[src/hw/rtl/rsfs_pkg.sv]
`timescale 1ns / 1ps
// shared types and constants of the range sensor fusion steering block
// no dependencies; used by rsfs_div and the top level

package rsfs_pkg;

    // motor command codes
    localparam logic [2:0] CMD_NONE    = 3'd0;
    localparam logic [2:0] CMD_STOP    = 3'd1;
    localparam logic [2:0] CMD_FORWARD = 3'd2;
    localparam logic [2:0] CMD_RIGHT45 = 3'd3;
    localparam logic [2:0] CMD_LEFT45  = 3'd4;

    // request type codes
    localparam logic [1:0] REQ_LEFT = 2'd0;
    localparam logic [1:0] REQ_TICK = 2'd1;

    // configuration register indexes
    localparam logic [2:0] CFG_STOP_DISTANCE  = 3'd0;
    localparam logic [2:0] CFG_DECISION_TICKS = 3'd1;
    localparam logic [2:0] CFG_LEFT_WINDOW    = 3'd2;
    localparam logic [2:0] CFG_RIGHT_WINDOW   = 3'd3;
    localparam logic [2:0] CFG_RIGHT_SCALE    = 3'd4;

    // divider widths
    localparam int DIV_NUM_W  = 18;
    localparam int DIV_DEN_W  = 10;
    localparam int DIV_Q_W    = 14;
    localparam int DIV_STEP_W = 5;

    typedef struct packed {
        logic                  start;
        logic [DIV_DEN_W-1:0]  rem_init;
        logic [DIV_NUM_W-1:0]  bits;
        logic [DIV_STEP_W-1:0] steps;
        logic [DIV_DEN_W-1:0]  den;
    } div_req_t;

    typedef struct packed {
        logic               done;
        logic [DIV_Q_W-1:0] quot;
    } div_rsp_t;

endpackage

[src/hw/rtl/range_sensor_fusion_steering.sv]
`timescale 1ns / 1ps
// range sensor fusion steering: fuses left sonar, right duty and front adc
// into motor commands. depends on rsfs_pkg and rsfs_div.
//
// usage:
//   input channel s_*: one item per transfer; s_req_type selects a left
//   reading (three ascii digits), a tick (right level and front sample) or
//   a bare turn check. result channel m_*: exactly one result per item with
//   the command issued and the current left, front and right distances.
//   cfg_we/cfg_index/cfg_wdata write the five settings while idle.
// sequence:
//   one item at a time. a tick or a turn check without a decision passes
//   through update, check and done; a steering decision adds the multiply,
//   saturation check, 8 divider steps, the divider's done strobe and the
//   decision (no divider when the estimate saturates or the duty count is
//   zero); a valid left reading adds the sum update, 14 divider steps and
//   the done strobe. s_ready rises with m_valid.
// reset and stall:
//   aresetn (synchronous) restores the default settings and clears the
//   filters. a new item is taken while a result waits in the output
//   register; the block then holds its next result until m_ready.

module range_sensor_fusion_steering
    import rsfs_pkg::*;
#(
    parameter int ADC_BITS = 12
) (
    input  logic                aclk,
    input  logic                aresetn,

    input  logic                s_valid,
    output logic                s_ready,
    input  logic [1:0]          s_req_type,
    input  logic [7:0]          s_digit_hundreds,
    input  logic [7:0]          s_digit_tens,
    input  logic [7:0]          s_digit_units,
    input  logic                s_right_level,
    input  logic [ADC_BITS-1:0] s_front_adc,
    input  logic                s_turn_done,

    output logic                m_valid,
    input  logic                m_ready,
    output logic [2:0]          m_motor_cmd,
    output logic [9:0]          m_left_dist,
    output logic [8:0]          m_front_dist,
    output logic [7:0]          m_right_dist,

    input  logic                cfg_we,
    input  logic [2:0]          cfg_index,
    input  logic [8:0]          cfg_wdata
);

    localparam logic [3:0] ST_IDLE = 4'd0;
    localparam logic [3:0] ST_UPD  = 4'd1;
    localparam logic [3:0] ST_LSUM = 4'd2;
    localparam logic [3:0] ST_LDIV = 4'd3;
    localparam logic [3:0] ST_CHK  = 4'd4;
    localparam logic [3:0] ST_RMUL = 4'd5;
    localparam logic [3:0] ST_RSAT = 4'd6;
    localparam logic [3:0] ST_RDIV = 4'd7;
    localparam logic [3:0] ST_DEC  = 4'd8;
    localparam logic [3:0] ST_DONE = 4'd9;

    localparam logic [DIV_STEP_W-1:0] LEFT_DIV_STEPS  = DIV_STEP_W'(14);
    localparam logic [DIV_STEP_W-1:0] RIGHT_DIV_STEPS = DIV_STEP_W'(8);
    localparam logic [9:0]  LEFT_AVG_MAX = 10'd999;
    localparam logic [13:0] LEFT_SUM_MAX = 14'h3fff;

    // settings
    logic [8:0] stop_distance_reg;
    logic [6:0] decision_ticks_reg;
    logic [3:0] left_window_reg;
    logic [8:0] right_window_reg;
    logic [7:0] right_scale_reg;

    // filter state
    logic [13:0] left_sum_reg;
    logic [4:0]  left_count_reg;
    logic [9:0]  left_avg_reg;
    logic [9:0]  right_high_reg;
    logic [9:0]  right_count_reg;
    logic [8:0]  front_reg;
    logic [7:0]  right_reg;
    logic [6:0]  tick_count_reg;
    logic        turning_reg;

    // control
    logic [3:0]  state_reg;
    logic [2:0]  cmd_reg;
    logic        m_valid_reg;

    // captured item and intermediates
    logic [1:0]          in_req_reg;
    logic [7:0]          in_h_reg;
    logic [7:0]          in_t_reg;
    logic [7:0]          in_u_reg;
    logic                in_level_reg;
    logic [ADC_BITS-1:0] in_adc_reg;
    logic                in_turn_done_reg;
    logic [11:0]         sample_reg;
    logic [17:0]         prod_reg;

    // output register
    logic [2:0] out_cmd_reg;
    logic [9:0] out_left_reg;
    logic [8:0] out_front_reg;
    logic [7:0] out_right_reg;

    div_req_t div_req;
    div_rsp_t div_rsp;

    rsfs_div u_div (
        .aclk    (aclk),
        .aresetn (aresetn),
        .req     (div_req),
        .rsp     (div_rsp)
    );

    // front scaling to 9 bits
    logic [8:0] front_scaled;
    generate
        if (ADC_BITS >= 9) begin : g_front_shr
            assign front_scaled = 9'(in_adc_reg >> (ADC_BITS - 9));
        end else begin : g_front_shl
            assign front_scaled = {in_adc_reg, {(9 - ADC_BITS){1'b0}}};
        end
    endgenerate

    // left sample decode and clamp
    logic        digits_ok;
    logic [9:0]  sample_raw;
    logic [11:0] avg_inc;
    logic [11:0] left_limit;
    logic [11:0] sample_next;

    always_comb begin
        digits_ok = (in_h_reg >= 8'h30) && (in_h_reg <= 8'h39)
                 && (in_t_reg >= 8'h30) && (in_t_reg <= 8'h39)
                 && (in_u_reg >= 8'h30) && (in_u_reg <= 8'h39);
        sample_raw = 10'({6'd0, in_h_reg[3:0]} * 10'd100)
                   + 10'({6'd0, in_t_reg[3:0]} * 10'd10)
                   + {6'd0, in_u_reg[3:0]};
        avg_inc    = {2'b00, left_avg_reg} + 12'd1;
        left_limit = {avg_inc[10:0], 1'b0} + avg_inc;
        sample_next = ({2'b00, sample_raw} > left_limit) ? left_limit
                                                          : {2'b00, sample_raw};
    end

    // left accumulate with window halving
    logic [14:0] sum_add;
    logic [13:0] sum_sat;
    logic [4:0]  cnt_inc;
    logic        left_halve;
    logic [13:0] left_sum_next;
    logic [4:0]  left_count_next;

    always_comb begin
        sum_add         = {1'b0, left_sum_reg} + {3'b000, sample_reg};
        sum_sat         = sum_add[14] ? LEFT_SUM_MAX : sum_add[13:0];
        cnt_inc         = left_count_reg + 5'd1;
        left_halve      = (cnt_inc > {1'b0, left_window_reg});
        left_sum_next   = left_halve ? {1'b0, sum_sat[13:1]} : sum_sat;
        left_count_next = left_halve ? {1'b0, cnt_inc[4:1]} : cnt_inc;
    end

    // right duty count with window halving
    logic [9:0] high_inc;
    logic [9:0] rcnt_inc;
    logic       right_halve;

    always_comb begin
        high_inc    = right_high_reg + {9'd0, in_level_reg};
        rcnt_inc    = right_count_reg + 10'd1;
        right_halve = (rcnt_inc > {1'b0, right_window_reg});
    end

    logic prod_sat;
    assign prod_sat = (prod_reg >= {right_count_reg, 8'd0});

    // divider requests
    always_comb begin
        div_req = '0;
        if (state_reg == ST_LSUM && left_count_next != 5'd0) begin
            div_req.start    = 1'b1;
            div_req.rem_init = '0;
            div_req.bits     = {left_sum_next, 4'd0};
            div_req.steps    = LEFT_DIV_STEPS;
            div_req.den      = {5'd0, left_count_next};
        end else if (state_reg == ST_RSAT && right_count_reg != 10'd0 && !prod_sat) begin
            div_req.start    = 1'b1;
            div_req.rem_init = prod_reg[17:8];
            div_req.bits     = {prod_reg[7:0], 10'd0};
            div_req.steps    = RIGHT_DIV_STEPS;
            div_req.den      = right_count_reg;
        end
    end

    assign s_ready = (state_reg == ST_IDLE);

    // settings port
    always_ff @(posedge aclk) begin
        if (!aresetn) begin
            stop_distance_reg  <= 9'd12;
            decision_ticks_reg <= 7'd100;
            left_window_reg    <= 4'd12;
            right_window_reg   <= 9'd300;
            right_scale_reg    <= 8'd200;
        end else if (cfg_we) begin
            unique case (cfg_index)
                CFG_STOP_DISTANCE:  stop_distance_reg  <= cfg_wdata;
                CFG_DECISION_TICKS: decision_ticks_reg <= cfg_wdata[6:0];
                CFG_LEFT_WINDOW:    left_window_reg    <= cfg_wdata[3:0];
                CFG_RIGHT_WINDOW:   right_window_reg   <= cfg_wdata;
                CFG_RIGHT_SCALE:    right_scale_reg    <= cfg_wdata[7:0];
                default: ;
            endcase
        end
    end

    // captured item, no reset needed
    always_ff @(posedge aclk) begin
        if (s_valid && s_ready) begin
            in_req_reg       <= s_req_type;
            in_h_reg         <= s_digit_hundreds;
            in_t_reg         <= s_digit_tens;
            in_u_reg         <= s_digit_units;
            in_level_reg     <= s_right_level;
            in_adc_reg       <= s_front_adc;
            in_turn_done_reg <= s_turn_done;
        end
        if (state_reg == ST_UPD) begin
            sample_reg <= sample_next;
        end
        if (state_reg == ST_RMUL) begin
            prod_reg <= 18'(right_high_reg * right_scale_reg);
        end
    end

    // sequencer and filter state
    always_ff @(posedge aclk) begin
        if (!aresetn) begin
            state_reg       <= ST_IDLE;
            cmd_reg         <= CMD_NONE;
            m_valid_reg     <= 1'b0;
            left_sum_reg    <= '0;
            left_count_reg  <= 5'd1;
            left_avg_reg    <= '0;
            right_high_reg  <= '0;
            right_count_reg <= 10'd1;
            front_reg       <= '0;
            right_reg       <= '0;
            tick_count_reg  <= '0;
            turning_reg     <= 1'b0;
        end else begin
            if (m_valid_reg && m_ready && state_reg != ST_DONE) begin
                m_valid_reg <= 1'b0;
            end
            unique case (state_reg)
                ST_IDLE: begin
                    if (s_valid) begin
                        state_reg <= ST_UPD;
                    end
                end
                ST_UPD: begin
                    cmd_reg   <= (turning_reg && in_turn_done_reg) ? CMD_STOP : CMD_NONE;
                    state_reg <= ST_CHK;
                    if (in_req_reg == REQ_LEFT) begin
                        if (digits_ok) begin
                            state_reg <= ST_LSUM;
                        end
                    end else if (in_req_reg == REQ_TICK) begin
                        right_high_reg  <= right_halve ? {1'b0, high_inc[9:1]} : high_inc;
                        right_count_reg <= right_halve ? {1'b0, rcnt_inc[9:1]} : rcnt_inc;
                        front_reg       <= front_scaled;
                        tick_count_reg  <= tick_count_reg + 7'd1;
                        if (front_scaled < stop_distance_reg && !turning_reg) begin
                            cmd_reg <= CMD_STOP;
                        end
                    end
                end
                ST_LSUM: begin
                    left_sum_reg   <= left_sum_next;
                    left_count_reg <= left_count_next;
                    if (left_count_next == 5'd0) begin
                        left_avg_reg <= '0;
                        state_reg    <= ST_CHK;
                    end else begin
                        state_reg <= ST_LDIV;
                    end
                end
                ST_LDIV: begin
                    if (div_rsp.done) begin
                        left_avg_reg <= (div_rsp.quot > {4'd0, LEFT_AVG_MAX}) ? LEFT_AVG_MAX
                                                                            : div_rsp.quot[9:0];
                        state_reg    <= ST_CHK;
                    end
                end
                ST_CHK: begin
                    state_reg <= (tick_count_reg >= decision_ticks_reg) ? ST_RMUL : ST_DONE;
                end
                ST_RMUL: begin
                    state_reg <= ST_RSAT;
                end
                ST_RSAT: begin
                    if (right_count_reg == 10'd0) begin
                        right_reg <= '0;
                        state_reg <= ST_DEC;
                    end else if (prod_sat) begin
                        right_reg <= 8'hff;
                        state_reg <= ST_DEC;
                    end else begin
                        state_reg <= ST_RDIV;
                    end
                end
                ST_RDIV: begin
                    if (div_rsp.done) begin
                        right_reg <= div_rsp.quot[7:0];
                        state_reg <= ST_DEC;
                    end
                end
                ST_DEC: begin
                    tick_count_reg <= '0;
                    if (turning_reg) begin
                        turning_reg <= 1'b0;
                    end else if ({1'b0, front_reg} > left_avg_reg && front_reg > {1'b0, right_reg}) begin
                        cmd_reg <= CMD_FORWARD;
                    end else if (left_avg_reg < {2'b00, right_reg}) begin
                        turning_reg <= 1'b1;
                        cmd_reg     <= CMD_RIGHT45;
                    end else begin
                        turning_reg <= 1'b1;
                        cmd_reg     <= CMD_LEFT45;
                    end
                    state_reg <= ST_DONE;
                end
                ST_DONE: begin
                    // wait for the output register to drain
                    if (!m_valid_reg || m_ready) begin
                        m_valid_reg <= 1'b1;
                        state_reg   <= ST_IDLE;
                    end
                end
                default: begin
                    state_reg <= ST_IDLE;
                end
            endcase
        end
    end

    always_ff @(posedge aclk) begin
        if (state_reg == ST_DONE && (!m_valid_reg || m_ready)) begin
            out_cmd_reg   <= cmd_reg;
            out_left_reg  <= left_avg_reg;
            out_front_reg <= front_reg;
            out_right_reg <= right_reg;
        end
    end

    assign m_valid      = m_valid_reg;
    assign m_motor_cmd  = out_cmd_reg;
    assign m_left_dist  = out_left_reg;
    assign m_front_dist = out_front_reg;
    assign m_right_dist = out_right_reg;

endmodule

[src/hw/rtl/rsfs_div.sv]
`timescale 1ns / 1ps
// bit-serial restoring divider, one quotient bit per cycle
// depends on rsfs_pkg for the request and response structs

module rsfs_div
    import rsfs_pkg::*;
(
    input  logic     aclk,
    input  logic     aresetn,
    input  div_req_t req,
    output div_rsp_t rsp
);

    logic                  busy_reg;
    logic                  done_reg;
    logic [DIV_STEP_W-1:0] step_reg;
    logic [DIV_DEN_W-1:0]  rem_reg;
    logic [DIV_NUM_W-1:0]  bits_reg;
    logic [DIV_DEN_W-1:0]  den_reg;
    logic [DIV_Q_W-1:0]    quot_reg;

    logic [DIV_DEN_W:0]    trial;
    logic [DIV_DEN_W:0]    diff;
    logic                  ge;
    logic [DIV_DEN_W-1:0]  rem_next;

    // shift the next numerator bit into the partial remainder
    always_comb begin
        trial    = {rem_reg, bits_reg[DIV_NUM_W-1]};
        diff     = trial - {1'b0, den_reg};
        ge       = (trial >= {1'b0, den_reg});
        rem_next = ge ? diff[DIV_DEN_W-1:0] : trial[DIV_DEN_W-1:0];
    end

    always_ff @(posedge aclk) begin
        if (!aresetn) begin
            busy_reg <= 1'b0;
            done_reg <= 1'b0;
            step_reg <= '0;
        end else begin
            done_reg <= 1'b0;
            if (req.start) begin
                busy_reg <= 1'b1;
                step_reg <= req.steps;
            end else if (busy_reg) begin
                step_reg <= step_reg - 1'b1;
                if (step_reg == DIV_STEP_W'(1)) begin
                    busy_reg <= 1'b0;
                    done_reg <= 1'b1;
                end
            end
        end
    end

    always_ff @(posedge aclk) begin
        if (req.start) begin
            rem_reg  <= req.rem_init;
            bits_reg <= req.bits;
            den_reg  <= req.den;
            quot_reg <= '0;
        end else if (busy_reg) begin
            rem_reg  <= rem_next;
            bits_reg <= {bits_reg[DIV_NUM_W-2:0], 1'b0};
            quot_reg <= {quot_reg[DIV_Q_W-2:0], ge};
        end
    end

    assign rsp.done = done_reg;
    assign rsp.quot = quot_reg;

endmodule

[config.mk]
export PLATFORM = sky130hd
export DESIGN_NAME = range_sensor_fusion_steering
export DESIGN_NICKNAME = d
export VERILOG_FILES = /design/src/hw/rtl/rsfs_pkg.sv /design/src/hw/rtl/range_sensor_fusion_steering.sv /design/src/hw/rtl/rsfs_div.sv
export SDC_FILE = /design/constraint.sdc
export NUM_CORES = 1
export LEC_CHECK = 0
export BUFFER_PORTS_ARGS = -buffer_cell sky130_fd_sc_hd__buf_4
export CAP_MARGIN = 30
export CORE_ASPECT_RATIO = 0.6
export CORE_MARGIN = 4
export CORE_UTILIZATION = 63
export CTS_CLUSTER_SIZE = 20
export DETAILED_ROUTE_END_ITERATION = 8
export PLACE_DENSITY = 0.89
export SLEW_MARGIN = 0
export SYNTH_ARGS = -nofsm -noshare
export SYNTH_HDL_FRONTEND = slang
export SYNTH_HIERARCHICAL = 1
export SYNTH_SLANG_ARGS = --single-unit
[constraint.sdc]
create_clock -name aclk -period 7.05 [get_ports aclk]
set_clock_uncertainty 0.05 [all_clocks]
set_input_delay 1.41 -clock aclk [delete_from_list [all_inputs] [get_ports aclk]]
set_output_delay 1.41 -clock aclk [all_outputs]
set_load 0.01 [all_outputs]
After elaboration in Yosys (flattened, before gate mapping). Cells that the tools add are included.

Flip-flop bits (word level): 278. Output and inout port bits: 32.

$add $sub $neg: 11. $mul: 3. Order comparisons: 17. Equality and inequality tests: 25. Multiplexer cells: 54. Bitwise operators: 4. Reductions and logical operators: 43.

Operator list (count): $mux W10 (9); $mux W44 (2); $pmux W4 S10 (1); $mux W18 (2); $mux W14 (2); $mux W4 (7); $ge A8 B6 Y1 const B (3); $le A8 B6 Y1 const B (3); $mux W8 (3); $pmux W10 S2 (1); $ge A18 B18 Y1 (1); $mul A10 B8 Y18 (1); $mux W3 (6); $eq A4 B3 Y1 const B (4); $pmux W8 S2 (1); $add A14 B12 Y15 (1); $logic_and A1 B1 Y1 (15); $mux W5 (3); $gt A14 B10 Y1 const B (1); $mux W7 (2); $pmux W7 S2 (1); $mux W1 (13); $add A12 B11 Y12 (1); $gt A10 B12 Y1 (1); 48 further kinds (73).

Depth between registers and ports, before layout.
Depth in word-level cells: 9. Gate-level depth with buffers: 19. Gate-level depth less buffers: 18.

Cells and area by module. The synthesis kept the hierarchy.

Modules (own cells, without submodules): range_sensor_fusion_steering (instances 1, cells each 1646, area each 15188.3 um^2); rsfs_div (instances 1, cells each 249, area each 2900.3 um^2).

Least setup slack after synthesis. OpenSTA, ideal clock, no wires.

Path kind: flip-flop to flip-flop. Start: register right_high_reg[2]. End: register prod_reg[15] (data pin). Arrival time: 4568 ps. Data required time: 6738 ps. Path slack: 2171 ps. Stages on the path, launching flop included: 19. Path through: dfxtp_1 > buf_2 > clkbuf_1 > nand2_1 > fa_1 > fa_1 > inv_1 > fa_1 > inv_1 > fa_1 > inv_1 > ha_1 > a21oi_1 > nor2b_1 > a311o_1 > o31ai_2 > o21ai_0 > o31ai_1 > xnor2_1.

Cells in the longest elaborated chain, start to end: 1.

RTL lines: from (decl) (line range_sensor_fusion_steering.sv:80) `logic [9:0] right_high_reg;`; from (signal assigned) (line range_sensor_fusion_steering.sv:272) `right_high_reg <= right_halve ? {1'b0, high_inc[9:1]} : high_inc;`; $mul A10 B8 Y18 (line range_sensor_fusion_steering.sv:235) `prod_reg <= 18'(right_high_reg * right_scale_reg);`; to (signal assigned) (line range_sensor_fusion_steering.sv:235); to (decl) (line range_sensor_fusion_steering.sv:101) `logic [17:0] prod_reg;`.

Every way passes these cells. A chain may end at the register's enable or synchronous reset.

Worst setup path in the final report. Ends and elaborated chain as after synthesis.

==> results.py <==
metrics = {
    "detailed_routing": {
        "viasPerCell": 6.292,
        "num_vias": 14667,
        "drtIter0Drc": 1851,
        "drt-wirelength-per-cell_um": 19.92,
        "drc": 0,
        "ant_nets": 0,
        "routed_wl_um": 46430,
        "drtPass1Iterations": 6,
    },
    "placed_design": {
        "dp_cells": 2282,
        "port_buffers": 85,
        "dp_hpwl_um": 33140,
        "placed_area_um2": 18960,
        "gp_congestion": 0.9370,
    },
    "floorplanning": {
        "die_area_um2": 31580,
        "core_area_um2": 27930,
        "rows": 47,
        "fp.dieW_um": 226.8,
        "ios": 89,
        "initial_core_util_pct": 64.76,
        "fp.dieH_um": 139.3,
    },
    "clocking": {
        "ctsResizeCount": 0,
        "cts_made_buffers": 26,
        "cts_setup_buffers": 0,
        "max-clock-path-buffers": 3,
        "clock_sinks": 275,
        "cts_hold_buf": 0,
        "clk_pin_slew_worst_paths_ps": 80,
        "ctsRootBufferMaster": "clkbuf_16",
        "cts_tree": "done",
        "h-tree-depth": 1,
        "worstSkewPairLatency_ps": 570,
    },
    "setup_path": {
        "cp_data_required_time_ps": 7300,
        "slowest_stage": "dfxtp_1",
        "path_max_fanout": 17,
        "r2r_slack_ps": 1540,
        "timing.rr.start": "right_high_reg[2]",
        "crit_type": "reg -> reg",
        "slowest_delay_ps": 720,
        "cp-start-kind": "register",
        "crit_chain": "nand2_1 -> fa_1 -> fa_1 -> inv_1 -> fa_1 -> inv_1 -> fa_1 -> inv_1 -> ha_1 -> a21oi_1 -> nor2b_1 -> a311o_1 -> o31ai_2 -> o21ai_0 -> o31ai_1 -> xnor2_1",
        "r2r_cells": 16,
        "rr_endpoint": "prod_reg[15]",
        "crit_arrival_ps": 5760,
        "cp_common_cell": "fa_1",
        "end_kind": "register",
    },
    "timing": {
        "max_freq_mhz": 181.6,
        "tns_ps": 0,
        "hold_violations": 0,
        "fin_hold_ws_ps": 390.4,
        "rsz0062_at_grt": "no",
        "finalSetupViolCount": 0,
        "final.period_utilization_pct": 78.13,
        "tightest_slew_ps": 1017,
        "timing.slew.headroom_pct": 32.22,
        "period_minus_slack_ps": 5508,
        "drv_slew": 0,
    },
    "power": {
        "leakage_nw": 8.310,
        "max-vdd-ir-drop_mv": 0.1836,
        "power_density_nw_per_um2": 220.6,
    },
    "synth": {
        "synth_seq_area_share_pct": 37.91,
        "ys_warn_count": 6,
        "ys_async_sr_fraction_pct": 0,
        "synth_seq_cells": 275,
        "synth_ff_type": "dfxtp_1",
        "syn_area_um2": 18090,
        "avgSynthCellArea_um2": 9.545,
        "synth-edff-count": 135,
        "yosys.cell_types.count": 86,
        "syn_inst": 1895,
    },
    "min_path": {
        "min_delay_path_depth": 0,
        "holdPathEnd": "m_motor_cmd[1]",
        "hp-class": "reg -> reg",
        "worst_hold_startpoint": "cmd_reg[1]",
    },
    "outcome": {
        "status": "finished clean",
    },
    "finish": {
        "stdcell_area_um2": 19920,
        "stdcell_count": 2331,
        "n_fill_cell": 1866,
        "drive_gt1_share_pct": 10.49,
        "syn2layout_area_growth_pct": 10.13,
        "fin_nets": 2236,
        "seqCellArea_um2": 6857,
        "multiInputGateArea_um2": 10220,
        "num_antenna_cells": 0,
    },
    "grt": {
        "antenna_found_initial": 1,
        "grt_max_degree": 71,
        "grt_usage_pct": 29.02,
        "gr-total-overflow": 0,
        "grt_pass1_vias": 14397,
        "grt_pass1_wl_um": 74820,
    },
    "run": {
        "max-cap-violations": 0,
    },
}
per-stage QoR:
stage / worst slack, ps / total power [mW] / utilization, %
CTS: 1568 / 4.365 / 71.24
finish: 1542 / 4.393 / 71.31
global placement: 1916 / 2.774 / 67.74
detailed placement: 1621 / 2.836 / 67.89
floorplan: 2171 / 2.569 / -
global route: 1188 / 4.577 / 71.31
kinds of logic (layout without fill, tap and decap cells):
| kind of cell | Yosys count | after routing | share of synthesized area [%] |
|---|---|---|---|
| AOI/OAI and AO/OA | 384 | 384 | 14.09 |
| xor gates and xnor gates | 78 | 78 | 3.818 |
| adders and majority gates | 235 | 235 | 18.54 |
| buffers and inverters | 266 | 328 | 5.783 |
| DFF | 275 | 275 | 37.91 |
| muxes | 66 | 66 | 3.811 |
| other | 1 | 8 | 0.02073 |
| and+or+nand+nor | 590 | 590 | 16.03 |
Yosys cell counts, drive strengths merged (13+ instances only):
cell type / count / share of area [%]
nand2: 196 / 4.1
buf: 22 / 0.71
mux2i: 43 / 2.4
a211oi: 22 / 0.94
edfxtp: 135 / 22
a21oi: 111 / 3.1
and2: 94 / 3.3
nor2: 106 / 2.2
inv: 183 / 3.8
o21ai: 86 / 2.4
nand2b: 20 / 0.69
clkbuf: 61 / 1.3
xnor2: 50 / 2.5
xor2: 28 / 1.4
nor2b: 21 / 0.73
dfxtp: 140 / 15
nand4: 15 / 0.52
ha: 180 / 12
o211ai: 25 / 1.0
mux2: 23 / 1.4
o21a: 13 / 0.54
nor3: 39 / 1.1
fa: 55 / 6.1
nand3: 39 / 1.1
cell type report:
class,count,area share (%)
multi-input combinational,1361,51.31
tap,367,2.305
timing repair buffer,97,3.819
inverter,183,3.448
sequential,275,34.42
clock buffer,34,3.988
clock inverter,14,0.7098
layout by cell type, fill, tap and decap left out, types with 23 or more instances in the layout:
cell       netlist  routed
nand2_1        196     196
inv_1          182     181
ha_1           180     180
dfxtp_1        140     140
edfxtp_1       135     135
a21oi_1        109     109
nor2_1         105     102
buf_4            3      95
and2_1          94      93
o21ai_0         84      84
fa_1            55      55
xnor2_1         49      49
mux2i_1         43      43
nor3_1          39      39
nand3_1         38      38
clkbuf_16        0      29
xor2_1          28      28
o211ai_1        25      25
mux2_2          23      23
layer usage:
metal	vias to the layer above	GRT usage [%]	share of wire (%)
met5	-	0	0.028
met2	754	44.28	43
met4	2	6.562	1.9
met1	7085	42.39	43
met3	98	6.799	11
li1	6728	-	-
power by group:
group          internal (mW)  total (mW)  leakage, nW  switching, mW
Sequential              1.79        1.87         2.42         0.0796
Clock                  0.872        1.53        0.452          0.658
Combinational          0.412       0.991         5.44          0.579
critical path: cells and delay by family, from the launching register on:
kind	cells	cell delay [ps]
compound gates	5	1480
xor+xnor	1	100
fa+ha+maj	5	2480
buf+inv	3	170
flops	1	720
simple gates	2	230
how the worst max path moves through the flow:
| stage | start | end | slack (ps) | cells past startpoint |
|---|---|---|---|---|
| 2_1_floorplan | right_high_reg[2] | prod_reg[15] | 2170 | 18 |
| 3_3_place_gp | right_high_reg[2] | prod_reg[15] | 1920 | 16 |
| 3_5_place_dp | right_high_reg[2] | prod_reg[15] | 1620 | 16 |
| 4_1_cts | right_high_reg[2] | prod_reg[15] | 1570 | 16 |
| 5_1_grt | right_high_reg[2] | prod_reg[15] | 1190 | 16 |
| 6_report | right_high_reg[2] | prod_reg[15] | 1540 | 16 |
(Power assumes the default switching activity.)
